**src/rtl/otd_pkg.sv**
```systemverilog
// Shared types and constants of the oscillation turn detector.
package otd_pkg;

  localparam int SAMPLE_W = 16;
  localparam int AMP_W    = 15;
  localparam int TURNS_W  = 9;

  typedef logic signed [SAMPLE_W-1:0] sample_t;

  localparam logic [TURNS_W-1:0] TURN_COUNT_MAX = 9'd511;

  // event codes
  localparam logic [1:0] EV_NONE  = 2'd0;
  localparam logic [1:0] EV_START = 2'd1;
  localparam logic [1:0] EV_STOP  = 2'd2;

  // register indexes
  localparam logic CFG_MIN_AMPLITUDE = 1'b0;
  localparam logic CFG_ON_TURNS      = 1'b1;

  typedef struct packed {
    logic [AMP_W-1:0]   min_amplitude;
    logic [TURNS_W-1:0] on_turns;
  } cfg_t;

  typedef struct packed {
    logic [TURNS_W-1:0] turn_count;
    logic               count_valid;
    logic               detecting;
    logic [1:0]         event_kind;
  } result_t;

endpackage

```
**src/rtl/otd_front.sv**
```systemverilog
// Front end: accepts samples, tracks window slot and fill, builds walk requests.
module otd_front #(
  parameter int WINDOW = 512
) (
  input  logic                      clk,
  input  logic                      rst,
  input  logic                      in_valid,
  output logic                      in_ready,
  input  otd_pkg::sample_t          angle_sample,
  input  logic                      q_ready,
  output logic                      q_push,
  output otd_pkg::sample_t          job_sample,
  output logic [$clog2(WINDOW)-1:0] job_ptr,
  output logic                      job_full
);
  import otd_pkg::*;

  localparam int AW = $clog2(WINDOW);
  localparam int CW = $clog2(WINDOW + 1);

  logic [AW-1:0] wr_ptr;
  logic [CW-1:0] fill;

  assign in_ready   = q_ready;
  assign q_push     = in_valid && q_ready;
  assign job_sample = angle_sample;
  assign job_ptr    = wr_ptr;
  // window is full once this sample lands
  assign job_full   = (fill >= CW'(WINDOW - 1));

  always_ff @(posedge clk) begin
    if (rst) begin
      wr_ptr <= '0;
      fill   <= '0;
    end else if (q_push) begin
      wr_ptr <= (wr_ptr == AW'(WINDOW - 1)) ? '0 : wr_ptr + 1'b1;
      if (fill != CW'(WINDOW)) begin
        fill <= fill + 1'b1;
      end
    end
  end

endmodule

```
**config.mk**
```make
export PLATFORM = sky130hd
export DESIGN_NAME = otd_front
export DESIGN_NICKNAME = d
export VERILOG_FILES = /design/src/rtl/otd_pkg.sv /design/src/rtl/otd_front.sv
export SDC_FILE = /design/constraint.sdc
export NUM_CORES = 1
export LEC_CHECK = 0
export ABC_AREA = 1
export BUFFER_PORTS_ARGS = -buffer_cell sky130_fd_sc_hd__buf_4
export CORE_ASPECT_RATIO = 1.4
export CORE_MARGIN = 2
export CORE_UTILIZATION = 23
export CTS_CLUSTER_DIAMETER = 50
export CTS_CLUSTER_SIZE = 25
export DETAILED_ROUTE_END_ITERATION = 16
export PLACE_DENSITY = 0.45
export SLEW_MARGIN = 25
export SYNTH_ARGS = -nofsm -noshare
export SYNTH_HDL_FRONTEND = slang
export SYNTH_SLANG_ARGS = --single-unit
```
**constraint.sdc**
```tcl
create_clock -name clk -period 5 [get_ports clk]
set_clock_uncertainty 0.1 [all_clocks]
set_input_delay 0.5 -clock clk [delete_from_list [all_inputs] [get_ports clk]]
set_output_delay 0.5 -clock clk [all_outputs]
set_load 0.03 [all_outputs]
```
# Yosys cells after proc, flatten, opt, wreduce, memory -nomap -nowiden
# Cells that the tools add are included.
[totals]
register_bits = 19
inputBits = 20
out_inout_bits = 28
wordCells = 10
[classes]
n_addsub = 2
order_cmp = 1
eq_ne = 2
muxes = 1
n_reduce_logical = 2
[op_table]
columns = ["cell", "n"]
rows = [
  ["10-bit by 1-bit adder with 10-bit output, second input constant", 1],
  ["10-bit by 9-bit greater-or-equal comparator with 1-bit output, second input constant", 1],
  ["10-bit inequality test, second input constant", 1],
  ["9-bit by 1-bit adder with 9-bit output, second input constant", 1],
  ["9-bit == test, second input constant", 1],
  ["9-bit two-way mux", 1],
  ["2-bit AND reduction", 1],
  ["1-bit logical AND", 1],
]

# Logic depth before layout (Yosys ltp)
[logic_depth]
word_depth = 2
ltp_mapped = 9

# Worst setup path before layout
# Ideal clock, no wire load.
[synth_path]
path_type = "register to register"
startpoint = "reg wr_ptr[0] (netlist: job_ptr[0])"
endpoint = "reg wr_ptr[3] (netlist: job_ptr[3])"
setup_ns = 0.121
arrival_time_ns = 1.834
setup_slack_ns = 2.946
stages_incl_launch_ff = 10
path_buffers = 0
cell_sequence = "dfxtp_1 -> ha_1 -> nand4_1 -> nor3_1 -> ha_1 -> inv_1 -> o21ai_0 -> inv_1 -> o21ai_0 -> a21oi_1"
[synth_via]
elab_chain_cells = 2
elab_cells_between_ends = 3
[synth_lines]
columns = ["element", "line_no", "rtl"]
rows = [
  ["start: declaration", "otd_front.sv:21", "logic [AW-1:0] wr_ptr;"],
  ["start signal: assignment", "otd_front.sv:36", "wr_ptr <= (wr_ptr == AW'(WINDOW - 1)) ? '0 : wr_ptr + 1'b1;"],
  ["9-bit by 1-bit adder with 9-bit output or 9-bit == test (tied branches)", "otd_front.sv:36", ""],
  ["9-bit two-way mux (*)", "otd_front.sv:36", ""],
]
# Mark *: on every way between the ends. The rest lies on a longest branch, timed or not.
# A chain may end at the register's enable or synchronous reset.

# Worst setup path in the final report
[layout_path]
startpoint = "reg fill[0]"
endpoint = "out job_full"
[layout_via]
elab_chain_cells = 1
[layout_lines]
columns = ["element", "line_no", "rtl"]
rows = [
  ["start: declaration", "otd_front.sv:22", "logic [CW-1:0] fill;"],
  ["start signal: assignment", "otd_front.sv:38", "fill <= fill + 1'b1;"],
  ["10-bit by 9-bit greater-or-equal comparator with 1-bit output", "otd_front.sv:29", "assign job_full = (fill >= CW'(WINDOW - 1));"],
  ["end: declaration", "otd_front.sv:14", "output logic job_full"],
]
# Every way passes these cells.

==> results_dict.tcl <==
set metrics [dict create \
    grt_usage 0.0983 \
    grt_max_degree 12 \
    slew_headroom 0.706 \
    grt_first_pass_wirelength_mm 4.44 \
    power_density_nw_per_um2 229 \
    cts_tree "yes" \
    p_leak_nw 0.551 \
    worst_setup_path_end_kind "primary output" \
    min_from "rst" \
    insertion_delay_ns 0.25 \
    diodes 0 \
    path_clk_slew_ns 0.07 \
    ir_drop_v 0.0000792 \
    drive_gt1_frac 0.175 \
    start_util 0.235 \
    hold_depth 2 \
    cts-resized-gates 0 \
    antenna_found_initial 0 \
    postRouteAntennaNets 0 \
    fp.dieH_um 89.3 \
    core_area_um2 5080 \
    n_fill_cell 590 \
    die_x_um 64.9 \
    final_max_slew_viol_count 0 \
    status "complete, no violations" \
    fp-row-count 31 \
    ys_types 20 \
    rr_endpoint "job_ptr[3]" \
    critical_path_required_ns 4.40 \
    post_cts_buffers 0 \
    synth_top_area_frac 0.318 \
    postCtsHoldBufs 0 \
    cp.arrival_ns 1.59 \
    htreeDepth 1 \
    numCtsBuffers 3 \
    worstMarginPinSlew_ns 0.441 \
    grt_pass1_vias 1021 \
    cts.sinks 19 \
    syn_area_per_cell_um2 6.79 \
    rsz0062_at_grt "false" \
    setup-violations-final 0 \
    hold_class "primary input to register" \
    finalHoldViolations 0 \
    globalplace.congestion 0.779 \
    wl_mm 2.52 \
    routed_via_density 4.08 \
    finish.utilization 0.255 \
    num_vias 992 \
    finalCritPeriodShare 0.437 \
    ioPinCount 48 \
    syn_nets 201 \
    path_class "register to primary output" \
    hold-path-endpoint "fill[4]" \
    hold_ws_ns 0.363 \
    postPlaceCellArea_um2 1250 \
    areaGrowthSynthToFinish_pct 8.48 \
    dr.pass1.iters 4 \
    max_freq_mhz 457 \
    first_iter_violations 24 \
    yosysTopAreaCell "dfxtp_1" \
    ff2ff_path_depth 9 \
    cts-root-buf "clkbuf_8" \
    synth_area_leaders "dfxtp_1 32%, nand2_1 12%, buf_4 11%" \
    critPathLaunchType "register" \
    crit_start "fill[0]" \
    yosys_warnings 0 \
    design_area_um2 1300 \
    cts_buffer_depth 2 \
    r2r-start "job_ptr[0]" \
    max_cap_viol_count 0 \
    netlist_area_um2 1190 \
    ff2ff_setup_slack_ns 2.92 \
    grt.overflow.total 0 \
    ys_seq_area_frac 0.318 \
    wl_per_cell_um 10.4 \
    crit_fanout 4 \
    drc 0 \
    dieArea_um2 5800 \
    port_buffers 15 \
    hpwl_mm 1.93 \
    tns_ns 0 \
    yosys_register_bits 19 \
    final_nets 203 \
    fin_crit_ns 2.19 \
    synthCells 176 \
]
[how the worst max path moves through the flow]
stage | end | slack [ns]
3_5_place_dp | job_ptr[3] | 2.93
5_1_grt | job_full | 2.67
4_1_cts | job_full | 2.79
6_report | job_full | 2.81
3_3_place_gp | job_ptr[3] | 3.02
2_1_floorplan | job_ptr[3] | 2.95
[metrics by stage]
step | std cells | setup slack (ns) | total power, mW
after global routing | 243 | 2.67 | 0.312
after detailed placement | 239 | 2.93 | 0.191
final | 243 | 2.81 | 0.297
after global placement | 239 | 3.02 | 0.192
after floorplan | 176 | 2.95 | 0.205
after CTS | 243 | 2.79 | 0.302
[power by group]
part	total [mW]	internal, mW	leakage [nW]	switching (mW)
registers	0.157	0.154	0.154	0.00336
logic	0.0296	0.0105	0.374	0.0191
clock network	0.110	0.0567	0.0228	0.0530
[cell usage after synthesis (all sizes together)]
cell type  number
nor2           30
a21o            1
a21oi          10
nand4           2
inv            22
nand3          10
xor2            6
o21ai           7
nand2          40
nand3b          1
ha              5
buf            18
nor3            3
or2             2
dfxtp          19
[final cells by class]
class	count	area (um2)	area share
sequential	19	380	0.293
multi-input combinational	117	593	0.458
timing repair buffer	15	113	0.0869
clock buffer	4	45.0	0.0347
inverter	22	82.6	0.0637
tap	66	82.6	0.0637
[critical path, cell delays in order (launching register included)]
cell and delay, ns:
dfxtp_1 0.35, ha_1 0.23, nand2_1 0.09, inv_1 0.04, nand2_1 0.11, nor3_1 0.07, or2_2 0.28, buf_4 0.17
[layer usage]
| metal | up-vias | global-route usage | share of wire |
|---|---|---|---|
| met2 | 16 | 0.186 | 0.50 |
| met5 | - | 0 | 0 |
| met3 | 4 | 0.0252 | 0.052 |
| met1 | 439 | 0.104 | 0.44 |
| met4 | 0 | 0.0368 | 0.010 |
| li1 | 533 | - | - |
[cells by family after synthesis]
| kind of cell | after synthesis | share of synthesized area |
|---|---|---|
| adder cells (fa/ha/maj) | 5 | 0.0524 |
| flip-flops | 19 | 0.318 |
| XOR/XNOR | 6 | 0.0440 |
| AND/OR/NAND/NOR | 88 | 0.323 |
| buffers and inverters | 40 | 0.185 |
| AO/OA/AOI/OAI | 18 | 0.0775 |
[layout by cell type (no fill, tap or decap), drive strengths merged]
master,Yosys,routed
nand2,40,40
nor2,30,30
inv,22,22
dfxtp,19,19
buf,18,15
a21oi,10,10
nand3,10,10
o21ai,7,7
xor2,6,6
ha,5,5
clkbuf,0,4
nor3,3,3
or2,2,2
nand4,2,2
a21o,1,1
nand3b,1,1
[flip-flops by register name, indices dropped and copies added (netlist names)]
| signal | count |
|---|---|
| job_ptr | 9 |
| fill | 10 |
No activity file was read; power rests on OpenSTA's default activity.
