**src/rtl/otd_queue.sv**
```systemverilog
// Two-entry request queue between front and back.
module otd_queue #(
  parameter int DATA_W = 26
) (
  input  logic              clk,
  input  logic              rst,
  input  logic              push,
  input  logic [DATA_W-1:0] push_data,
  output logic              push_ready,
  input  logic              pop,
  output logic              pop_valid,
  output logic [DATA_W-1:0] pop_data
);
  logic [DATA_W-1:0] slots [2];
  logic              wp;
  logic              rp;
  logic [1:0]        count;

  assign push_ready = (count != 2'd2);
  assign pop_valid  = (count != 2'd0);
  assign pop_data   = slots[rp];

  always_ff @(posedge clk) begin
    if (push && push_ready) begin
      slots[wp] <= push_data;
    end
  end

  always_ff @(posedge clk) begin
    if (rst) begin
      wp    <= 1'b0;
      rp    <= 1'b0;
      count <= 2'd0;
    end else begin
      if (push && push_ready) begin
        wp <= ~wp;
      end
      if (pop && pop_valid) begin
        rp <= ~rp;
      end
      case ({push && push_ready, pop && pop_valid})
        2'b10:   count <= count + 2'd1;
        2'b01:   count <= count - 2'd1;
        default: count <= count;
      endcase
    end
  end

endmodule

```
**config.mk**
```make
export PLATFORM = sky130hd
export DESIGN_NAME = otd_queue
export DESIGN_NICKNAME = d
export VERILOG_FILES = /design/src/rtl/otd_queue.sv
export SDC_FILE = /design/constraint.sdc
export NUM_CORES = 1
export LEC_CHECK = 0
export ABC_AREA = 1
export BUFFER_PORTS_ARGS = -buffer_cell sky130_fd_sc_hd__buf_2
export CELL_PAD_IN_SITES_DETAIL_PLACEMENT = 1
export CELL_PAD_IN_SITES_GLOBAL_PLACEMENT = 2
export CORE_MARGIN = 2
export CORE_UTILIZATION = 40
export CTS_CLUSTER_SIZE = 10
export DETAILED_ROUTE_END_ITERATION = 8
export PLACE_DENSITY = 0.92
export SYNTH_ARGS = -nofsm -noshare
export SYNTH_HDL_FRONTEND = slang
export SYNTH_SLANG_ARGS = --single-unit
```
**constraint.sdc**
```tcl
create_clock -name clk -period 3.8 [get_ports clk]
set_clock_uncertainty 0.1 [all_clocks]
set_input_delay 0 -clock clk [delete_from_list [all_inputs] [get_ports clk]]
set_output_delay 0 -clock clk [all_outputs]
set_load 0.02 [all_outputs]
```
* Word-level counts from Yosys, hierarchy flattened
Memories as Yosys holds them, arrays and structs flattened. A register that Yosys moved wholly into a read port is not among the register bits. Cells that the tools add are included.
Cells by class: $add $sub $neg 2, equality and inequality tests 3, mux-type cells 5, bitwise gates (word level) 2, reduce and logical (&&, ||, !) cells 4
Operators with widths (count):
- $mux 1 | 4
- $pmux 2 s2 | 1
- $reduce_bool 2->1 | 2
- $add 2x1->2 const B | 1
- $eq 2x1->1 const B | 1
- $eq 2x2->1 const B | 1
- $logic_and 1x1->1 | 2
- $ne 2x2->1 const B | 1
- $not 1->1 | 2
- $sub 2x1->2 const B | 1
Word-level totals: register bits after elaboration 4, memory bits (writable) 52, bits of input ports 30, output and inout port bits 28, word-level logic and storage cells 20, memories 1
Memories:
- slots | depth 2, width 26, rd ports 1, clocked after memory_dff 1, write ports 1, RTL line 14 | logic [DATA_W-1:0] slots [2];

* Depth between registers and ports, before layout
Gate-level depths: netlist of run 1.
word-level depth 4, mapped depth 10, gate-level depth less buffers 10

* Least setup slack after synthesis of run 1
No wires, ideal clock.
path type register -> register, from reg count[0], to mem slots[0][0], enable pin, library setup time 0.409 ns, data arrival time 1.857 ns, required time 3.291 ns, path slack 1.434 ns, cell stages (with the launch flop) 5, path buffers 0, period minus slack after synthesis 2.366 ns, cells stage by stage dfxtp_1 > inv_2 > nand2_1 > nand2_1 > nor2_1
Between the ends: longest elaborated chain between the ends 4
RTL lines:
- start: declaration | RTL line 17 | logic [1:0] count;
- start signal: assignment | RTL line 42 | 2'b10: count <= count + 2'd1;
- start signal: assignment | RTL line 43 | 2'b01: count <= count - 2'd1;
- start signal: assignment | RTL line 44 | default: count <= count;
- $ne 2x2->1 | RTL line 19 | assign push_ready = (count != 2'd2);
- net push_ready | RTL line 9 | output logic push_ready,
- $logic_and 1x1->1 | RTL line 24 | if (push && push_ready) begin
- $mux 1 | RTL line 24
- $mux 1 (implied by the code) | RTL line 25 | slots[wp] <= push_data;
- end: declaration | RTL line 14
The timed path passes the listed nets, and every way through them passes these cells.

==> results.json, run 1 <==
{
  "status": "finished, final reports clean",
  "synth_area_leader_cell": "edfxtp_1",
  "p_comb_frac": 0.234,
  "synth_fp_nets": 150,
  "critPathRequiredTime_ns": 3.70,
  "cts.repair.resized": 0,
  "numCtsBuffers": 9,
  "pin_count": 58,
  "hold_viol": 0,
  "synthArstFlopShare": 0,
  "num_vias": 1321,
  "dieWidth_um": 78.54,
  "cpPeakStageDelay_ns": 0.84,
  "drc": 0,
  "setup_tns_ns": 0,
  "yosys-top-cells-count": "edfxtp_1 (52), mux2_4 (20), nor2_1 (10)",
  "yosysMostFrequentCell": "edfxtp_1",
  "fmax_ghz": 0.5419,
  "ys_seq_elements": 57,
  "grt_pass1_vias": 1365,
  "nNetsFinal": 247,
  "sequentialPowerShare": 0.474,
  "antenna_found_initial": 0,
  "power.total_uw": 1731,
  "routabilityCongestion": 0.7042,
  "antenna_left": 0,
  "wl_per_cell_um": 14.24,
  "hpwl_um": 2508,
  "vias_per_cell": 4.524,
  "powerDensity_nw_per_um2": 568.8,
  "synth-edff-count": 52,
  "grt_max_degree": 27,
  "diodes": 0,
  "grt_util_all_layers": 0.1508,
  "areaGrowthSynthToFinish_pct": 36.94,
  "vdd_drop_max_uv": 328.8,
  "p_leak_uw": 0.001231,
  "numPortBuffers": 57,
  "cap_violations": 0,
  "synth-seq-area-share": 0.7477,
  "path_buf_inv": 1,
  "cts_tree": "yes",
  "maxSlewViolCount": 0,
  "hold_class": "input pin to register",
  "dr.pass1.iters": 4,
  "cts_max_level": 3,
  "worst-setup-path-type": "register to output port",
  "rsz0062_at_grt": "false",
  "cp_data_arrival_time_ns": 1.75,
  "drt_iter0_drc": 52,
  "syn_area_per_cell_um2": 18.67,
  "synth_cell_types": 15,
  "start_util": 0.4086,
  "path_cells": "mux2_2 -> buf_2",
  "core_area_um2": 5439,
  "crit_path_max_fanout": 26,
  "yosysTopAreaCellShare": 0.7027,
  "clk_latency_ns": 0.32,
  "power.share.clock": 0.292,
  "drt_wl_total_um": 4157,
  "yosysWarningCount": 0,
  "gr-total-overflow": 0,
  "die_y_um": 78.54,
  "cts-root-buf": "clkbuf_8",
  "switching_share": 0.2754,
  "finalCritPeriodShare": 0.4856,
  "clkSinkCount": 57,
  "p_sw_uw": 476.7,
  "grt_pass1_wl_um": 6672,
  "crit_path_top_delay_cell": "dfxtp_2",
  "finalCriticalPeriod_ns": 1.845,
  "clk_path_buf_depth": 2,
  "tightest_slew_ns": 0.7993,
  "synth-main-ff-cell": "edfxtp_1",
  "drive_above_1_share": 0.4591,
  "setup_viol": 0,
  "synth_area_um2": 2222,
  "die_area_um2": 6168,
  "start_kind": "register",
  "synthCells": 119,
  "critPathCaptureType": "output port",
  "power.internal_uw": 1254,
  "crit_family": "flip-flops",
  "slew_headroom": 0.4671,
  "row_count": 27,
  "synth_area_leaders": "edfxtp_1 (70%), mux2_4 (14%), dfxtp_1 (4.5%)",
  "clk_pin_slew_ns": 0.06
}
## routing by layer
layer / GRT usage / part of all wire / vias up
li1: - / - / 630
met1: 0.1685 / 0.39 / 633
met2: 0.2564 / 0.54 / 45
met3: 0.03218 / 0.040 / 13
met4: 0.1035 / 0.033 / 0
met5: 0 / 0 / -
## placed cells by master, fill, tap and decap left out, types with 2 or more instances in the layout
cell	netlist	routed
buf_2	0	57
edfxtp_1	52	52
dlygate4sd3_1	0	30
mux2_4	20	20
clkbuf_8	0	9
nand2_1	8	8
nor2_1	10	8
inv_1	7	7
mux2_2	6	6
dfxtp_1	5	4
nor2_2	0	2
o21ai_1	2	2
a21oi_1	2	2
clkinv_2	0	2
clkinv_1	0	2
buf_4	0	2
## path summary, 6_finish.rpt
| check | start | endpoint | slack [ns] | cells past startpoint |
|---|---|---|---|---|
| setup reg to reg | count[0] | wp | 2.19 | 6 |
| hold / removal | push_data[22] | slots[0][22] | 0.30 | 2 |
| hold reg to reg | rp | rp | 0.40 | 2 |
| setup / recovery | register | pop_data[15] | 1.95 | 2 |
## cells by family after synthesis
kind of cell	count (synthesis)	synth area share
flops	57	0.7478
mux	26	0.1655
simple gates	19	0.03322
buf+inv	11	0.03660
compound gates	5	0.01126
fa+ha+maj	1	0.005630
## final cells by class
type,count,area (µm²)
repair buffers,89,600.6
clock buffers,10,127.6
well taps,72,90.09
flip-flops and latches,57,1663
inverters,8,30.03
multi-input cells,51,484.2
clock inverters,5,47.55
fillers,536,2396
## flip-flops by register name, indices dropped and copies added, names as in the netlist, named ones only
signal / count
count: 2
wp: 1
slots: 52
rp: 1
## per-stage QoR
stage	setup WS (ns)	cell area (µm²)	hold slack, ns	util	std cells
floorplan	1.434	2222	-0.001131	-	119
detailed placement	2.227	2567	0.09121	0.4721	247
finish	1.955	3043	0.2991	0.5595	292
global route	1.837	3043	0.2983	0.5595	292
global placement	2.252	2567	0.08746	0.4721	247
CTS	1.905	3043	0.2860	0.5595	292
## power groups by stage
stage / Sequential (µW) / Combinational (µW) / Clock (µW)
after floorplan: 799 / 319 / 0
final: 821 / 405 / 506
after CTS: 823 / 409 / 525
after detailed placement: 836 / 382 / 0
after global routing: 832 / 438 / 549
after global placement: 832 / 375 / 0
## timing repair
action	CTS	global route
hold endpoints to repair	57	0
setup buffers	0	0
hold buffers	30	0
Power figures use the tool's default switching activity.
==> run 2, diff against run 1 <==
- CORE_UTILIZATION: 40 -> 33
- PLACE_DENSITY: 0.92 -> 0.82
- clock period: 3.8 -> 1.6 ns (I/O delays scaled with it)
==> results.json, run 2 (synthesis gave the netlist of run 1 again) <==
{
  "die_area_um2": 7406,
  "hpwl_um": 2866,
  "powerDensity_nw_per_um2": 1328,
  "dr.pass1.iters": 3,
  "crit_family": "flip-flops",
  "reg2regPathDepth": 5,
  "setup_slack_ns": 0.1241,
  "drt_wl_total_um": 4192,
  "numCtsBuffers": 9,
  "cts-root-buf": "clkbuf_8",
  "crit_path_top_delay_cell": "dfxtp_2",
  "tightest_slew_ns": 0.2222,
  "clkSinkCount": 57,
  "fmax_ghz": 0.6776,
  "power.total_uw": 4146,
  "reg2reg_slack_ns": 0.17,
  "top_register": "slots",
  "start_util": 0.3460,
  "gr-total-overflow": 0,
  "final_common_cell": "buf_2",
  "cts_tree": "yes",
  "pin_count": 58,
  "setup_viol": 0,
  "drc": 0,
  "cts_setup_buffers": 0,
  "maxSlewViolCount": 0,
  "critPathCaptureType": "output port",
  "antenna_found_initial": 0,
  "core_area_um2": 6422,
  "pre_cts_ws_ns": 0.1167,
  "start_kind": "register",
  "antenna_left": 0,
  "hold_class": "input pin to register",
  "critPathRequiredTime_ns": 1.50,
  "setup_tns_ns": 0,
  "drive_above_1_share": 0.5067,
  "nNetsFinal": 251,
  "slew_headroom": 0.8519,
  "final_cell_mix": "buf_2 (57), edfxtp_1 (52), dlygate4sd3_1 (29)",
  "grt_pass1_wl_um": 6679,
  "top_regs": "slots: 52 flops, count: 2 flops",
  "clk_path_buf_depth": 2,
  "grt_pass1_vias": 1401,
  "r2r-start": "count[0]",
  "routabilityCongestion": 0.7457,
  "grt_max_degree": 21,
  "path_buf_inv": 2,
  "vdd_drop_max_uv": 641.8,
  "wl_per_cell_um": 13.88,
  "finalCritPeriodShare": 0.9224,
  "areaGrowthSynthToFinish_pct": 40.48,
  "hold_end": "slots[1][14]",
  "finalCriticalPeriod_ns": 1.476,
  "cap_violations": 0,
  "worst-setup-path-type": "register to output port",
  "dieWidth_um": 86.06,
  "num_vias": 1336,
  "vias_per_cell": 4.424,
  "status": "finished, final reports clean",
  "numPortBuffers": 57,
  "cts_max_level": 3,
  "hold_viol": 0,
  "grt_util_all_layers": 0.1242,
  "whs_path_depth": 2,
  "path_cells": "buf_12 -> mux2_2 -> buf_2",
  "diodes": 0,
  "row_count": 29,
  "cpPeakStageDelay_ns": 0.35,
  "clk_pin_slew_ns": 0.07,
  "drt_iter0_drc": 32,
  "rsz0062_at_grt": "false",
  "clk_latency_ns": 0.33,
  "p_leak_uw": 0.001252,
  "die_y_um": 86.06,
  "crit_path_max_fanout": 20,
  "cp_data_arrival_time_ns": 1.38,
  "largest_reg_flops": 52,
  "worstHoldStart": "push_data[14]",
  "reg2reg_to": "slots[0][12]"
}
-- run 2: cell types whose count changed in the layout (fill, tap and decap cells not counted), moves of 2 or more --
cell        delta
buf_4          +4
nor2_4         +2
clkinvlp_4     +2
nand2_1        -2
nand2_2        +2
nor2_2         -2
clkinv_4       +3
clkinv_1       -2
-- run 2: final cells by class --
class                      instances  area (µm²)
fill                             653        3301
sequential                        57        1664
timing repair buffer              93       640.6
multi-input combinational         51       511.7
clock buffer                       9       123.9
tap                               77       96.34
clock inverter                     7       55.05
inverter                           8       30.03
-- run 2: routing by layer --
metal / vias to the layer above / global-route usage / wire (µm)
met4: 0 / 0.05628 / 74
met2: 47 / 0.2037 / 2083
li1: 643 / - / -
met5: - / 0 / 0
met3: 9 / 0.04620 / 280
met1: 637 / 0.1448 / 1754
-- run 2: power by group --
group	switching, µW	internal [µW]
Sequential	60.9	1820
Combinational	592	507
Clock	592	569
-- run 2: worst reg2reg max path, delay by kind of cell (launching register included) --
kind	cells	cell delay, ns
AND/OR/NAND/NOR	3	0.34
flip-flops	1	0.36
buffers and inverters	2	0.32
-- run 2: worst max-delay path by stage --
| stage | slack, ns | cells after the start | endpoint |
|---|---|---|---|
| 3_5_place_dp | 0.12 | 9 | count[1] |
| 4_1_cts | 0.09 | 3 | pop_data[23] |
| 6_report | 0.12 | 3 | pop_data[23] |
| 3_3_place_gp | 0.18 | 9 | count[1] |
| 5_1_grt | 0.04 | 10 | count[1] |
| 2_1_floorplan | 0.009 | 4 | slots[1][0] |
-- run 2: timing repair --
action                                  in CTS  in global routing
endpoints found under the setup margin       0                  1
resized for setup                            0                  2
hold buffers                                29                  0
endpoints found under the hold margin       57                  0
-- run 2: through the flow --
stage / cells / utilization / hold slack (ns) / instance area (µm²)
final: 302 / 0.4861 / 0.2911 / 3122
after global routing: 302 / 0.4861 / 0.2849 / 3122
after CTS: 302 / 0.4839 / 0.2754 / 3108
after detailed placement: 257 / 0.4109 / 0.09150 / 2639
after global placement: 257 / 0.4109 / 0.08842 / 2639
after floorplan: 119 / - / -0.001131 / 2242
